--- src/tks_pkg.sv ---
`timescale 1ns / 1ps

package tks_pkg;

    // Width of one logit, fixed by the data format of the logit stream
    localparam int SCORE_W = 8;

    typedef logic signed [SCORE_W-1:0] t_score;

endpackage

--- src/tks_if.sv ---
`timescale 1ns / 1ps

// Logit stream: one class score per beat
interface tks_in_if
    import tks_pkg::*;
();
    logic   valid;
    logic   ready;
    t_score logit;
    logic   last_class;

    modport source (output valid, output logit, output last_class, input ready);
    modport sink   (input valid, input logit, input last_class, output ready);
endinterface

// Result stream: one kept entry per beat, best first
interface tks_out_if
    import tks_pkg::*;
#(
    parameter int RANK_W = 3,
    parameter int IDX_W  = 10
) ();
    logic              valid;
    logic              ready;
    logic [RANK_W-1:0] rank;
    logic [IDX_W-1:0]  class_index;
    t_score            score;
    logic              last_rank;

    modport source (output valid, output rank, output class_index, output score,
                    output last_rank, input ready);
    modport sink   (input valid, input rank, input class_index, input score,
                    input last_rank, output ready);
endinterface

--- src/tks_front.sv ---
`timescale 1ns / 1ps

// Insertion sorter: keeps the K best logits in descending order, one beat
// per cycle if the queue is ready; the last beat hands the list to the queue.
module tks_front
    import tks_pkg::*;
#(
    parameter int K      = 5,
    parameter int IDX_W  = 10,
    parameter int CNT_W  = 3,
    parameter int MAX_IX = 1023
) (
    input  logic             i_clk,
    input  logic             i_rst_n,
    tks_in_if.sink           i_item,
    input  logic             i_q_ready,
    output logic             o_push,
    output t_score           o_scores [K],
    output logic [IDX_W-1:0] o_indices [K],
    output logic [CNT_W-1:0] o_count
);

    t_score             r_score [K];
    logic [IDX_W-1:0]   r_index [K];
    logic [CNT_W-1:0]   r_cnt;
    logic [IDX_W-1:0]   r_idx;

    t_score             n_score [K];
    logic [IDX_W-1:0]   n_index [K];
    logic [CNT_W-1:0]   n_cnt;
    logic [K-1:0]       keep;
    logic               accept;

    assign i_item.ready = i_q_ready;
    assign accept       = i_item.valid && i_q_ready;

    // An entry stays put when it is valid and not beaten; ties keep the old entry
    always_comb begin
        for (int i = 0; i < K; i++) begin
            keep[i] = (CNT_W'(i) < r_cnt) && (r_score[i] >= i_item.logit);
        end
    end

    // Entries below the insertion point shift down one slot
    always_comb begin
        for (int i = 0; i < K; i++) begin
            if (keep[i]) begin
                n_score[i] = r_score[i];
                n_index[i] = r_index[i];
            end else if (i == 0) begin
                n_score[i] = i_item.logit;
                n_index[i] = r_idx;
            end else if (keep[i-1]) begin
                n_score[i] = i_item.logit;
                n_index[i] = r_idx;
            end else begin
                n_score[i] = r_score[i-1];
                n_index[i] = r_index[i-1];
            end
        end
        n_cnt = (r_cnt < CNT_W'(K)) ? r_cnt + CNT_W'(1) : r_cnt;
    end

    // Sorted list payload
    always_ff @(posedge i_clk) begin
        if (accept) begin
            r_score <= n_score;
            r_index <= n_index;
        end
    end

    // Fill count and class counter, cleared after the last beat
    always_ff @(posedge i_clk) begin
        if (!i_rst_n) begin
            r_cnt <= '0;
            r_idx <= '0;
        end else if (accept) begin
            if (i_item.last_class) begin
                r_cnt <= '0;
                r_idx <= '0;
            end else begin
                r_cnt <= n_cnt;
                if (r_idx != IDX_W'(MAX_IX)) begin
                    r_idx <= r_idx + IDX_W'(1);
                end
            end
        end
    end

    assign o_push    = accept && i_item.last_class;
    assign o_scores  = n_score;
    assign o_indices = n_index;
    assign o_count   = n_cnt;

endmodule

--- src/tks_queue.sv ---
`timescale 1ns / 1ps

// Two-deep queue of finished sorted lists between sorter and emitter
module tks_queue
    import tks_pkg::*;
#(
    parameter int K     = 5,
    parameter int IDX_W = 10,
    parameter int CNT_W = 3
) (
    input  logic             i_clk,
    input  logic             i_rst_n,
    input  logic             i_push,
    input  t_score           i_scores [K],
    input  logic [IDX_W-1:0] i_indices [K],
    input  logic [CNT_W-1:0] i_count,
    output logic             o_ready,
    input  logic             i_pop,
    output logic             o_valid,
    output t_score           o_scores [K],
    output logic [IDX_W-1:0] o_indices [K],
    output logic [CNT_W-1:0] o_count
);

    t_score           r_mem_s [2][K];
    logic [IDX_W-1:0] r_mem_i [2][K];
    logic [CNT_W-1:0] r_mem_c [2];
    logic             r_wp;
    logic             r_rp;
    logic [1:0]       r_fill;

    assign o_ready = (r_fill != 2'd2);
    assign o_valid = (r_fill != 2'd0);

    // Storage
    always_ff @(posedge i_clk) begin
        if (i_push) begin
            r_mem_s[r_wp] <= i_scores;
            r_mem_i[r_wp] <= i_indices;
            r_mem_c[r_wp] <= i_count;
        end
    end

    // Pointers and fill level
    always_ff @(posedge i_clk) begin
        if (!i_rst_n) begin
            r_wp   <= 1'b0;
            r_rp   <= 1'b0;
            r_fill <= 2'd0;
        end else begin
            if (i_push) r_wp <= ~r_wp;
            if (i_pop)  r_rp <= ~r_rp;
            if (i_push && !i_pop) begin
                r_fill <= r_fill + 2'd1;
            end else if (!i_push && i_pop) begin
                r_fill <= r_fill - 2'd1;
            end
        end
    end

    assign o_scores  = r_mem_s[r_rp];
    assign o_indices = r_mem_i[r_rp];
    assign o_count   = r_mem_c[r_rp];

endmodule

--- src/tks_back.sv ---
`timescale 1ns / 1ps

// Emitter: walks the head list best first into a registered output beat
module tks_back
    import tks_pkg::*;
#(
    parameter int K      = 5,
    parameter int IDX_W  = 10,
    parameter int CNT_W  = 3,
    parameter int RANK_W = 3
) (
    input  logic             i_clk,
    input  logic             i_rst_n,
    input  logic             i_valid,
    input  t_score           i_scores [K],
    input  logic [IDX_W-1:0] i_indices [K],
    input  logic [CNT_W-1:0] i_count,
    output logic             o_pop,
    tks_out_if.source        o_res
);

    logic [RANK_W-1:0] r_rank;
    logic              r_ovalid;
    logic [RANK_W-1:0] r_orank;
    logic [IDX_W-1:0]  r_oidx;
    t_score            r_oscore;
    logic              r_olast;

    logic              load;
    logic              at_end;

    assign load   = i_valid && (!r_ovalid || o_res.ready);
    assign at_end = (CNT_W'(r_rank) + CNT_W'(1)) == i_count;
    assign o_pop  = load && at_end;

    // Rank walker
    always_ff @(posedge i_clk) begin
        if (!i_rst_n) begin
            r_rank   <= '0;
            r_ovalid <= 1'b0;
        end else begin
            if (load) begin
                r_rank   <= at_end ? '0 : r_rank + RANK_W'(1);
                r_ovalid <= 1'b1;
            end else if (o_res.ready) begin
                r_ovalid <= 1'b0;
            end
        end
    end

    // Output beat payload
    always_ff @(posedge i_clk) begin
        if (load) begin
            r_orank  <= r_rank;
            r_oidx   <= i_indices[r_rank];
            r_oscore <= i_scores[r_rank];
            r_olast  <= at_end;
        end
    end

    assign o_res.valid       = r_ovalid;
    assign o_res.rank        = r_orank;
    assign o_res.class_index = r_oidx;
    assign o_res.score       = r_oscore;
    assign o_res.last_rank   = r_olast;

endmodule

--- src/top_k_logit_selector.sv ---
`timescale 1ns / 1ps
// Top-K logit selector: keeps the K largest logits of a vector, best first.
// Throughput: one logit per cycle while the queue has room, one result beat per
// cycle while the output is ready. Results pass the queue and an output register.
// A vector yields min(n, K) beats. Input stalls only while two sorted lists wait.
// Reset (synchronous, active low) clears counters, queue and output valid.
module top_k_logit_selector
    import tks_pkg::*;
#(
    parameter int K           = 5,
    parameter int MAX_CLASSES = 1024
) (
    input  logic    i_clk,
    input  logic    i_rst_n,
    tks_in_if.sink  i_item,
    tks_out_if.source o_res
);

    localparam int IDX_W  = $clog2(MAX_CLASSES);
    localparam int CNT_W  = $clog2(K + 1);
    localparam int RANK_W = (K > 1) ? $clog2(K) : 1;
    localparam int MAX_IX = MAX_CLASSES - 1;

    logic             push;
    logic             q_ready;
    logic             q_valid;
    logic             pop;
    t_score           f_scores [K];
    logic [IDX_W-1:0] f_indices [K];
    logic [CNT_W-1:0] f_count;
    t_score           h_scores [K];
    logic [IDX_W-1:0] h_indices [K];
    logic [CNT_W-1:0] h_count;

    tks_front #(
        .K(K), .IDX_W(IDX_W), .CNT_W(CNT_W), .MAX_IX(MAX_IX)
    ) u_front (
        .i_clk     (i_clk),
        .i_rst_n   (i_rst_n),
        .i_item    (i_item),
        .i_q_ready (q_ready),
        .o_push    (push),
        .o_scores  (f_scores),
        .o_indices (f_indices),
        .o_count   (f_count)
    );

    tks_queue #(
        .K(K), .IDX_W(IDX_W), .CNT_W(CNT_W)
    ) u_queue (
        .i_clk     (i_clk),
        .i_rst_n   (i_rst_n),
        .i_push    (push),
        .i_scores  (f_scores),
        .i_indices (f_indices),
        .i_count   (f_count),
        .o_ready   (q_ready),
        .i_pop     (pop),
        .o_valid   (q_valid),
        .o_scores  (h_scores),
        .o_indices (h_indices),
        .o_count   (h_count)
    );

    tks_back #(
        .K(K), .IDX_W(IDX_W), .CNT_W(CNT_W), .RANK_W(RANK_W)
    ) u_back (
        .i_clk     (i_clk),
        .i_rst_n   (i_rst_n),
        .i_valid   (q_valid),
        .i_scores  (h_scores),
        .i_indices (h_indices),
        .i_count   (h_count),
        .o_pop     (pop),
        .o_res     (o_res)
    );

endmodule
--- src/flat_wrapper.sv ---
// flat-port wrapper written by rule: the top's interface ports become plain ports
module top_k_logit_selector_flat import tks_pkg::*;
#(
    parameter int K           = 5,
    parameter int MAX_CLASSES = 1024
)
  (i_clk, i_rst_n, i_item_valid, i_item_logit, i_item_last_class, i_item_ready, o_res_valid, o_res_rank, o_res_class_index, o_res_score, o_res_last_rank, o_res_ready);
  tks_in_if i_item_i ();
  tks_out_if o_res_i ();
  input  logic i_clk;
  input  logic i_rst_n;
  input wire logic [$bits(i_item_i.valid)-1:0] i_item_valid;
  input wire logic [$bits(i_item_i.logit)-1:0] i_item_logit;
  input wire logic [$bits(i_item_i.last_class)-1:0] i_item_last_class;
  output wire logic [$bits(i_item_i.ready)-1:0] i_item_ready;
  output wire logic [$bits(o_res_i.valid)-1:0] o_res_valid;
  output wire logic [$bits(o_res_i.rank)-1:0] o_res_rank;
  output wire logic [$bits(o_res_i.class_index)-1:0] o_res_class_index;
  output wire logic [$bits(o_res_i.score)-1:0] o_res_score;
  output wire logic [$bits(o_res_i.last_rank)-1:0] o_res_last_rank;
  input wire logic [$bits(o_res_i.ready)-1:0] o_res_ready;
  assign i_item_i.valid = i_item_valid;
  assign i_item_i.logit = i_item_logit;
  assign i_item_i.last_class = i_item_last_class;
  assign i_item_ready = i_item_i.ready;
  assign o_res_valid = o_res_i.valid;
  assign o_res_rank = o_res_i.rank;
  assign o_res_class_index = o_res_i.class_index;
  assign o_res_score = o_res_i.score;
  assign o_res_last_rank = o_res_i.last_rank;
  assign o_res_i.ready = o_res_ready;
  top_k_logit_selector #(.K(K), .MAX_CLASSES(MAX_CLASSES)) u_core (.i_clk(i_clk), .i_rst_n(i_rst_n), .i_item(i_item_i), .o_res(o_res_i));
endmodule
--- config.mk ---
export PLATFORM = sky130hd
export DESIGN_NAME = top_k_logit_selector_flat
export DESIGN_NICKNAME = d
export VERILOG_FILES = /design/src/tks_pkg.sv /design/src/tks_if.sv /design/src/tks_front.sv /design/src/tks_queue.sv /design/src/tks_back.sv /design/src/top_k_logit_selector.sv /design/src/flat_wrapper.sv
export SDC_FILE = /design/constraint.sdc
export NUM_CORES = 1
export LEC_CHECK = 0
export BUFFER_PORTS_ARGS = -buffer_cell sky130_fd_sc_hd__buf_2
export CORE_UTILIZATION = 56
export DETAILED_ROUTE_END_ITERATION = 10
export GPL_TIMING_DRIVEN = 0
export PLACE_DENSITY = 0.77
export SYNTH_ARGS = -nofsm -noshare
export SYNTH_HDL_FRONTEND = slang
export SYNTH_SLANG_ARGS = --single-unit
--- constraint.sdc ---
create_clock -name i_clk -period 7.2 [get_ports i_clk]
set_input_delay 1.44 -clock i_clk [delete_from_list [all_inputs] [get_ports i_clk]]
set_output_delay 1.44 -clock i_clk [all_outputs]
set_load 0.02 [all_outputs]
==> impl_metrics.py, run 1 <==
metrics = {
    "logic_synthesis": {
        "synth_common_cells": "edfxtp_1, a21oi_1, nor2_1",
        "synth_warnings": 0,
        "synthesis.area_mm2": 0.01433,
        "synthDistinctLibCells": 59,
        "synth-edff-count": 298,
        "yosys-top-cells-area": "edfxtp_1, mux4_2, mux2_2",
        "syn_area_per_cell_um2": 15.49,
        "synth_ff_type": "edfxtp_1",
        "synth_seq_cells": 320,
        "yosys.area.top_type_share": 0.6244,
        "ys_seq_area_frac": 0.6551,
        "yosysMostFrequentCell": "edfxtp_1",
        "async_flop_share": 0,
        "synthCells": 925,
        "synth.largest_area_cell": "edfxtp_1",
        "syn-num-nets": 982,
    },
    "placement": {
        "portBuffers": 36,
        "place.gp.congestion": 0.8881,
        "dp_hpwl_um": 20700,
    },
    "floorplanning": {
        "core_mm2": 0.02511,
        "std_cell_rows": 58,
        "die_area_mm2": 0.02624,
        "start_util": 0.5708,
        "die_w_um": 162.0,
        "die_h_um": 162.0,
        "ioPinCount": 37,
    },
    "route": {
        "drc": 1,
        "drt_first_pass_iters": 10,
        "routedWlPerCell_um": 23.79,
        "ant_nets": 0,
        "vias": 8408,
        "routed_wl_um": 32190,
        "dr.first_iter.drc_count": 899,
        "viasPerCell": 6.214,
    },
    "cts": {
        "worstSkewPairLatency_ns": 0.57,
        "cts_resized": 0,
        "cts-htree-levels": 1,
        "clock_sinks": 320,
        "cts_tree": "built",
        "cts.clk_slew.worst_paths_ns": 0.06,
        "cts_root_buffer": "clkbuf_16",
        "postCtsSetupBuffers": 0,
        "cts-hold-fix-buffers": 0,
        "clk_path_buf_depth": 3,
        "cts-buffers-inserted": 31,
    },
    "final_layout": {
        "layout-drive-gt1-share": 0.2287,
        "fillers": 1819,
        "finish.net_count": 1055,
        "area_delta_synth_final_pct": 11.85,
        "finish.utilization": 0.6384,
        "diodes": 0,
    },
    "power": {
        "p_leak_nw": 6.031,
        "ir_worst_vdd_mv": 0.1957,
        "pwr_density_cell_mw_per_mm2": 340.5,
    },
    "worst_setup_path": {
        "start_kind": "input port",
        "cp.arrival_ns": 4.09,
        "required_ns": 7.45,
        "critPathKind": "input port to flop",
        "end_kind": "flop",
        "crit_fanout": 94,
    },
    "timing": {
        "report.final.hold_viol_count": 0,
        "fin_skew_ns": 0.01417,
        "relSlewSlack": 0.1454,
        "fin_setup_tns_ns": 0,
        "min_period_ns": 3.841,
        "post-route-period-util": 0.5335,
        "slew_violations": 0,
        "max_freq_mhz": 260.3,
        "rsz0062_at_grt": "no",
        "tightest_slew_ns": 1.281,
        "setup-violations-final": 0,
    },
    "status": {
        "violations": "DRC",
        "status": "finished with violations",
    },
    "global_route": {
        "antenna_found_initial": 0,
        "first_global_vias": 8608,
        "grt_pass1_wl_um": 49910,
        "overflow": 0,
        "grt.total_usage": 0.2562,
        "grt_max_degree": 95,
    },
    "hold_path": {
        "hold_class": "flop to flop",
    },
    "flow_run": {
        "drv_cap": 0,
    },
}
## cell usage in the layout (no fill, tap or decap), types with 14 or more instances in the layout
cell	n
clkbuf_16	31
nor2_1	70
o21ai_0	14
mux4_2	36
clkbuf_1	22
a21oi_1	81
inv_1	23
nand2_1	39
mux2_2	62
edfxtp_1	298
buf_2	48
dfxtp_1	22
mux2i_1	58
ha_1	44
a221oi_1	18
## flip-flops by register name, indices dropped and copies added (netlist names), named ones only
name / cells
u_core.u_back.o_res.valid: 1
u_core.u_front.r_idx: 10
u_core.u_queue.r_mem_s: 80
u_core.u_back.o_res.last_rank: 1
u_core.u_queue.r_wp: 1
u_core.u_queue.r_mem_c: 6
u_core.u_back.o_res.rank: 3
u_core.u_queue.r_mem_i: 100
u_core.u_back.o_res.class_index: 10
u_core.u_front.r_index: 50
u_core.u_queue.r_fill: 2
u_core.u_queue.r_rp: 1
u_core.u_front.r_score: 40
u_core.u_front.r_cnt: 3
u_core.u_back.o_res.score: 8
u_core.u_back.r_rank: 3
## final cells by class
cell class                      count  area, um^2  share of cell area
Tap cell                          330       412.9             0.02576
Clock buffer                       36       794.5             0.04957
Timing Repair Buffer               40       260.3             0.01624
Inverter                           25       98.84            0.006167
Sequential cell                   320        9389              0.5857
Buffer                             49       289.0             0.01803
Multi-Input combinational cell    531        4572              0.2852
Clock inverter                     22       212.7             0.01327
## metal layers
layer  wire length, um  global-route usage  share of wire
met5                 0                   0              0
met4               859             0.08448          0.027
met3              2588             0.03626          0.080
met2             15410              0.4147           0.48
met1             13330              0.3597           0.41
## cell families after synthesis
kind of cell             count (synthesis)  share of synthesized area
AND/OR/NAND/NOR                        164                    0.05404
AO/OA/AOI/OAI                          144                    0.06190
multiplexers                           165                     0.1552
flip-flops                             320                     0.6551
buffers and inverters                   74                    0.02671
XOR/XNOR                                14                   0.008556
adder cells (fa/ha/maj)                 44                    0.03841
## per-stage QoR
| step | total power, W | hold slack, ns | cell area (um^2) | cells | setup slack [ns] |
|---|---|---|---|---|---|
| after detailed placement | 0.003870 | 0.4522 | 15020 | 1295 | 2.772 |
| after CTS | 0.005473 | 0.4676 | 16030 | 1353 | 3.363 |
| after floorplan | 0.003475 | 0.4323 | 14330 | 925 | 1.103 |
| after global routing | 0.005676 | 0.4929 | 16030 | 1353 | 3.170 |
| after global placement | 0.003838 | 0.4417 | 14930 | 1291 | -1.460 |
| final | 0.005457 | 0.4747 | 16030 | 1353 | 3.359 |
## report_power, final
part / switching, W / internal (W)
sequential: 0.000126 / 0.00248
clock: 0.000683 / 0.000932
combinational: 0.000742 / 0.000499
total: 0.00155 / 0.00391
## critical path: stages
cell and delay, ns:
buf_2 0.07, nand2_1 0.22, clkinv_4 0.75, nand2_1 0.33, nor2_4 0.46, buf_12 0.26
buf_12 0.23, buf_12 0.24
## final timing paths
path,slack (ns),start,cells past startpoint,endpoint
max,3.36,i_item_valid,8,u_core.u_queue.r_mem_s[0][32]
min,0.47,u_core.u_back.r_rank[1],0,u_core.u_back.o_res.rank[1]
max reg2reg,3.67,u_core.u_queue.r_fill[0],8,u_core.u_queue.r_mem_s[0][32]
min reg2reg,0.47,u_core.u_back.r_rank[1],0,u_core.u_back.o_res.rank[1]
Power figures use the tool's default switching activity.
==> run 2, diff against run 1 <==
--- a/config.mk
+++ b/config.mk
@@ -5,11 +5,12 @@
 export SDC_FILE = /design/constraint.sdc
 export NUM_CORES = 1
 export LEC_CHECK = 0
+export ABC_AREA = 1
 export BUFFER_PORTS_ARGS = -buffer_cell sky130_fd_sc_hd__buf_2
-export CORE_UTILIZATION = 56
+export CORE_UTILIZATION = 57
 export DETAILED_ROUTE_END_ITERATION = 10
 export GPL_TIMING_DRIVEN = 0
-export PLACE_DENSITY = 0.77
+export PLACE_DENSITY = 0.78
 export SYNTH_ARGS = -nofsm -noshare
 export SYNTH_HDL_FRONTEND = slang
 export SYNTH_SLANG_ARGS = --single-unit
==> constraint.sdc (replaced) <==
create_clock -name i_clk -period 3.1 [get_ports i_clk]
set_input_delay 0.62 -clock i_clk [delete_from_list [all_inputs] [get_ports i_clk]]
set_output_delay 0.62 -clock i_clk [all_outputs]
set_load 0.02 [all_outputs]
==> run 2 against run 1 <==
  * Register-to-register slack worse by 3.1 ns
  * Power rose to 2.5 times the previous value
  * Final cell count increased by 37%
  * Count of clock-buffer cells in the layout up 8
  * Non-clock buffer count grew 16
  * Clock power rose by 140%
  * Global-route usage increased by 3.3 points
  * The flow now finishes without violations
  * Synthesized cell count is 53% higher
  * Area after synthesis rose by 4.1%
  * Design area up 4.4%
==> impl_metrics.py, run 2 <==
metrics = {
    "status": {
        "status": "completed",
    },
    "final_layout": {
        "area_delta_synth_final_pct": 12.23,
        "finish.net_count": 1550,
        "layout-drive-gt1-share": 0.09492,
        "final_cell_mix": "nand2_1, edfxtp_1, nand3_1, inv_1, o21ai_0",
        "largest-register": "u_core.u_queue.r_mem_i",
        "final_common_cell": "nand2_1",
        "fillers": 1895,
        "largest_reg_flops": 100,
        "reg_top3": "u_core.u_queue.r_mem_i: 100 flops, u_core.u_queue.r_mem_s: 80 flops, u_core.u_front.r_index: 50 flops",
    },
    "route": {
        "vias": 11183,
        "maxUsedRoutingLayer": "met4",
        "drc": 0,
        "routed-wl-met3_um": 3442,
        "viasPerCell": 6.051,
        "drt_first_pass_iters": 5,
        "dr.first_iter.drc_count": 1531,
        "routed_wl_um": 38180,
        "ant_nets": 0,
        "dr_wl_met2_um": 17890,
        "routedWlPerCell_um": 20.66,
        "wl_met1_um": 14900,
    },
    "timing": {
        "setup_ws_ns": 0.5195,
        "rsz0062_at_grt": "no",
        "post-route-period-util": 0.8324,
        "max_freq_mhz": 387.5,
        "setup-violations-final": 0,
        "tightest_slew_ns": 0.9764,
        "report.final.hold_viol_count": 0,
        "fin_skew_ns": 0.01365,
        "slew_violations": 0,
        "min_period_ns": 2.580,
        "relSlewSlack": 0.3476,
    },
    "power": {
        "p_leak_nw": 6.670,
        "power.internal_w": 0.009174,
        "seqPwrFrac": 0.441,
        "power_w": 0.01381,
        "clkPwrFrac": 0.282,
        "pwr_density_cell_mw_per_mm2": 824.9,
        "comb_power_share": 0.277,
        "switchingPower_w": 0.004636,
        "ir_worst_vdd_mv": 0.9931,
        "p_sw_frac": 0.3357,
    },
    "placement": {
        "place.gp.congestion": 0.9039,
        "pre_cts_ws_ns": 0.004552,
        "portBuffers": 36,
        "dp_hpwl_um": 26680,
    },
    "worst_setup_path": {
        "end_kind": "flop",
        "required_ns": 3.42,
        "endpoint": "u_core.u_front.r_score[39]",
        "cp_slowest_cell": "o21ai_0",
        "start_kind": "input port",
        "cpMostUsedCell": "buf_2",
        "critPathKind": "input port to flop",
        "crit_family": "buffers and inverters",
        "cp.arrival_ns": 2.90,
        "slowest_delay_ns": 0.39,
        "r2r_slack_ns": 0.56,
        "startpoint": "i_item_logit[7]",
        "reg2regPathDepth": 8,
        "crit_fanout": 10,
        "path_buf_inv": 3,
        "reg2reg_from": "u_core.u_front.r_score[39]",
        "reg2reg_to": "u_core.u_front.r_score[39]",
        "crit_chain": "buf_2 -> inv_1 -> ha_1 -> a21o_1 -> nor2_1 -> nand3_1 -> nand3_4 -> nand2_4 -> buf_2 -> o21ai_0",
        "cp.depth": 10,
    },
    "global_route": {
        "grt.total_usage": 0.2887,
        "grt_max_degree": 64,
        "overflow": 0,
        "first_global_vias": 10896,
        "grt_pass1_wl_um": 58250,
        "antenna_found_initial": 0,
    },
    "logic_synthesis": {
        "synth-edff-count": 298,
        "ys_seq_area_frac": 0.6294,
        "yosys-top-cells-area": "edfxtp_1, nand2_1, nand3_1",
        "synth_ff_type": "edfxtp_1",
        "synthDistinctLibCells": 37,
        "synth_warnings": 0,
        "yosys.area.top_type_share": 0.5998,
        "synth_seq_cells": 320,
        "synthCells": 1417,
        "async_flop_share": 0,
        "synthesis.area_mm2": 0.01492,
        "synth.largest_area_cell": "edfxtp_1",
        "syn_area_per_cell_um2": 10.53,
        "syn-num-nets": 1474,
        "yosysMostFrequentCell": "nand2_1",
        "synth_common_cells": "nand2_1, edfxtp_1, nand3_1",
    },
    "cts": {
        "clk_path_buf_depth": 3,
        "cts-buffers-inserted": 31,
        "postCtsSetupBuffers": 0,
        "cts-hold-fix-buffers": 0,
        "cts_resized": 0,
        "cts.clk_slew.worst_paths_ns": 0.06,
        "cts-htree-levels": 1,
        "cts_tree": "built",
        "cts_root_buffer": "clkbuf_16",
        "worstSkewPairLatency_ns": 0.57,
        "clock_sinks": 320,
    },
    "hold_path": {
        "hold_class": "input port to flop",
    },
    "floorplanning": {
        "die_w_um": 163.8,
        "die_h_um": 163.8,
        "ioPinCount": 37,
        "start_util": 0.5873,
        "std_cell_rows": 58,
        "core_mm2": 0.02540,
        "die_area_mm2": 0.02682,
    },
    "flow_run": {
        "drv_cap": 0,
    },
}
[run 2: power groups by stage]
stage                     clock network (W)  registers, W  logic, W
after floorplan                           0       0.00633   0.00219
after global placement                    0       0.00620   0.00355
after detailed placement                  0       0.00616   0.00374
after CTS                           0.00391       0.00609   0.00378
after global routing                0.00406       0.00615   0.00413
final                               0.00390       0.00609   0.00382
[run 2: metrics by stage]
step	area, um^2	hold slack, ns	instances	TNS, ns	utilization
2_1_floorplan	14930	0.4323	1417	-129.58	-
3_3_place_gp	15520	0.4722	1783	-569.55	0.6110
3_5_place_dp	15700	0.4639	1790	0	0.6182
4_1_cts	16740	0.3537	1847	0	0.6591
5_1_grt	16740	0.3900	1847	0	0.6591
6_report	16740	0.3604	1848	0	0.6592
[run 2: per-layer routing]
| metal | global-route usage | up-vias |
|---|---|---|
| li1 | - | 5117 |
| met1 | 0.3826 | 5284 |
| met2 | 0.4767 | 655 |
| met3 | 0.03434 | 127 |
| met4 | 0.1364 | 0 |
| met5 | 0 | - |
[run 2: final cells by class]
cell class              count  area, um^2  share of cell area
plain buffers              62       350.3             0.02093
well taps                 330       412.9             0.02466
diodes                      1       2.502           0.0001495
flip-flops and latches    320        9389              0.5608
inverters                 141       539.3             0.03221
clock buffers              44       844.6             0.05044
multi-input cells         894        4668              0.2788
clock inverters            13       192.7             0.01151
repair buffers             43       342.8             0.02048
[run 2: how the worst min path moves through the flow]
stage                                  startpoint                           to  slack [ns]  depth (start not counted)
after CTS                                 i_rst_n     u_core.u_queue.r_fill[1]        0.35                          3
after global routing            i_item_last_class      u_core.u_front.r_idx[4]        0.39                          4
after detailed placement  u_core.u_back.r_rank[1]  u_core.u_back.o_res.rank[1]        0.46                          0
final                                     i_rst_n     u_core.u_queue.r_fill[1]        0.36                          3
after global placement    u_core.u_back.r_rank[1]  u_core.u_back.o_res.rank[1]        0.47                          0
after floorplan           u_core.u_back.r_rank[1]  u_core.u_back.o_res.rank[1]        0.43                          0
[run 2: worst register-to-register path, cell delays in order (launching register included)]
cell and delay (ns):
edfxtp_1 0.41, ha_1 0.37, nand2_1 0.09, nor2_1 0.20
nand4_1 0.21, nand3_4 0.24, nand2_4 0.13, buf_2 0.24
o21ai_0 0.40
[run 2: logic make-up after synthesis]
family | share of synthesized area
xor gates and xnor gates | 0.003523
adders and majority gates | 0.03690
DFF | 0.6294
buffers and inverters | 0.05946
and+or+nand+nor | 0.1797
AOI/OAI and AO/OA | 0.07892
muxes | 0.01208
==> run 3, diff against run 2 <==
--- a/config.mk
+++ b/config.mk
@@ -7,10 +7,10 @@
 export LEC_CHECK = 0
 export ABC_AREA = 1
 export BUFFER_PORTS_ARGS = -buffer_cell sky130_fd_sc_hd__buf_2
-export CORE_UTILIZATION = 57
+export CORE_UTILIZATION = 63
 export DETAILED_ROUTE_END_ITERATION = 10
 export GPL_TIMING_DRIVEN = 0
-export PLACE_DENSITY = 0.78
+export PLACE_DENSITY = 0.81
 export SYNTH_ARGS = -nofsm -noshare
 export SYNTH_HDL_FRONTEND = slang
 export SYNTH_SLANG_ARGS = --single-unit
==> constraint.sdc (replaced) <==
create_clock -name i_clk -period 2.4 [get_ports i_clk]
set_input_delay 0.48 -clock i_clk [delete_from_list [all_inputs] [get_ports i_clk]]
set_output_delay 0.48 -clock i_clk [all_outputs]
set_load 0.02 [all_outputs]
==> run 3 against run 2 <==
  * The flow now finishes with violations (setup timing)
  * First-iteration DRC count decreased by 9.6%
  * Global-route usage is 4.7 points higher
  * Via count rose by 5.0%
  * Die area fell by 9.4%
  * Critical path depth increased by 1
  * Combinational power up 45%
  * Utilization is 9.7 points higher
  * Design area rose by 3.5%
  * Critical path type is now flop to flop
==> impl_metrics.py, run 3 (same netlist as run 2, synthesis figures left out) <==
metrics = {
    "placement": {
        "pre_cts_ws_ns": -0.5811,
        "portBuffers": 36,
        "dp_hpwl_um": 27420,
        "dpl-instance-area_mm2": 0.01578,
        "place.gp.congestion": 0.9046,
    },
    "cts": {
        "cts_tree": "built",
        "cts-hold-fix-buffers": 0,
        "cts-buffers-inserted": 34,
        "cts.clk_slew.worst_paths_ns": 0.06,
        "cts_root_buffer": "clkbuf_16",
        "clk_path_buf_depth": 3,
        "worstSkewPairLatency_ns": 0.52,
        "cts-htree-levels": 2,
        "clock_sinks": 320,
    },
    "global_route": {
        "grt_max_degree": 42,
        "overflow": 0,
        "antenna_found_initial": 0,
        "grt_pass1_wl_um": 60620,
        "first_global_vias": 11086,
        "grt.total_usage": 0.3358,
    },
    "status": {
        "status": "finished with violations",
        "violations": "setup timing",
    },
    "final_layout": {
        "area_delta_synth_final_pct": 16.16,
        "fin_area_mm2": 0.01733,
        "largest_reg_flops": 100,
        "final_cell_mix": "nand2_1, edfxtp_1, nand3_1, inv_1, o21ai_0",
        "reg_top3": "u_core.u_queue.r_mem_i: 100 flops, u_core.u_queue.r_mem_s: 80 flops, u_core.u_front.r_index: 50 flops",
        "diodes": 0,
        "finish.net_count": 1585,
        "layout-drive-gt1-share": 0.1346,
        "largest-register": "u_core.u_queue.r_mem_i",
        "final_common_cell": "nand2_1",
    },
    "route": {
        "routedWlPerCell_um": 22.06,
        "drc": 0,
        "dr.first_iter.drc_count": 1384,
        "ant_nets": 0,
        "routed_wl_um": 41170,
        "vias": 11746,
        "viasPerCell": 6.295,
        "drt_first_pass_iters": 6,
    },
    "worst_setup_path": {
        "cp.arrival_ns": 2.68,
        "start_kind": "flop",
        "critPathKind": "flop to flop",
        "cp_slowest_cell": "edfxtp_1",
        "slowest_delay_ns": 0.48,
        "crit_fanout": 10,
        "startpoint": "u_core.u_front.r_score[23]",
        "reg2reg_from": "u_core.u_front.r_score[23]",
        "crit_chain": "ha_4 -> nand2_1 -> nor2_1 -> nand2_1 -> nand3_1 -> nand3_4 -> nand2_8 -> buf_6 -> nand2_1 -> nand3_1 -> nand2_1",
        "end_kind": "flop",
        "cpMostUsedCell": "nand2_1",
        "required_ns": 2.66,
    },
    "flow_run": {
        "drv_cap": 0,
    },
    "timing": {
        "fin_setup_tns_ns": -0.1146,
        "setup-violations-final": 9,
        "relSlewSlack": 0.3248,
        "holdWs_ns": 0.2805,
        "max_freq_mhz": 411.9,
        "setup_ws_ns": -0.02751,
        "min_period_ns": 2.428,
        "fin_skew_ns": 0.01501,
        "report.final.hold_viol_count": 0,
        "slew_violations": 0,
        "post-route-period-util": 1.011,
        "tightest_slew_ns": 1.013,
    },
    "floorplanning": {
        "core_mm2": 0.02292,
        "start_util": 0.6510,
        "die_w_um": 155.9,
        "die_area_mm2": 0.02430,
        "ioPinCount": 37,
        "die_h_um": 155.9,
        "std_cell_rows": 55,
    },
    "power": {
        "ir_worst_vdd_mv": 0.9771,
        "pwr_density_cell_mw_per_mm2": 1090,
        "p_leak_nw": 6.909,
        "power_w": 0.01888,
    },
    "hold_path": {
        "min-delay-start": "i_rst_n",
        "hold_class": "input port to flop",
    },
}
run 3: cell count changes in the layout (fill, tap and decap cells not counted), sizes merged:
cell / delta
bufinv: -1
a21oi: +1
clkbuf: +8
inv: -2
nand3: +1
buf: +26
clkinvlp: +3
diode: -1
run 3: layout make-up:
type                       count  area, um^2
clock inverter                13       168.9
inverter                     141       555.5
multi-input combinational    896        4852
sequential                   320        9394
fill                        1467        5587
timing repair buffer          73       596.8
buffer                        62       385.4
tap                          313       391.6
clock buffer                  48       984.7
run 3: metal layers:
metal	up-vias	GRT usage	wire [um]
met5	-	0	0
met4	0	0.1853	2400
met3	153	0.06194	4419
met2	818	0.5463	19530
met1	5594	0.4281	14820
li1	5181	-	-
run 3: path summary, 6_finish.rpt:
kind | end | slack [ns] | cells after the start
setup / recovery | u_core.u_queue.r_mem_s[0][13] | -0.03 | 11
hold / removal | u_core.u_queue.r_fill[1] | 0.28 | 3
setup reg to reg | u_core.u_queue.r_mem_s[0][13] | -0.03 | 11
hold reg to reg | u_core.u_front.r_idx[9] | 0.51 | 2
run 3: timing repair:
action / 4_1_cts / 5_1_grt
cloned: 1 / 1
setup endpoints to repair: 40 / 243
gates resized for setup: 4 / 46
pin swaps: 2 / 8
buffers inserted: 6 / 22
run 3: worst max-delay path: cells and delay by family, from the launching register on:
family	cells	cell delay (ns)
buffers and inverters	1	0.17
and+or+nand+nor	9	1.16
adders and majority gates	1	0.34
DFF	1	0.48
run 3: report_power, final:
part	internal (W)	switching, W	total, W
Combinational	0.00163	0.00389	0.00552
Clock	0.00329	0.00217	0.00546
Sequential	0.00750	0.000402	0.00790
Total	0.0124	0.00645	0.0189
run 3: through the flow:
| stage | cells | utilization |
|---|---|---|
| after floorplan | 1417 | - |
| after global placement | 1766 | 0.6793 |
| after detailed placement | 1775 | 0.6885 |
| after CTS | 1843 | 0.7419 |
| after global routing | 1866 | 0.7562 |
| final | 1866 | 0.7562 |
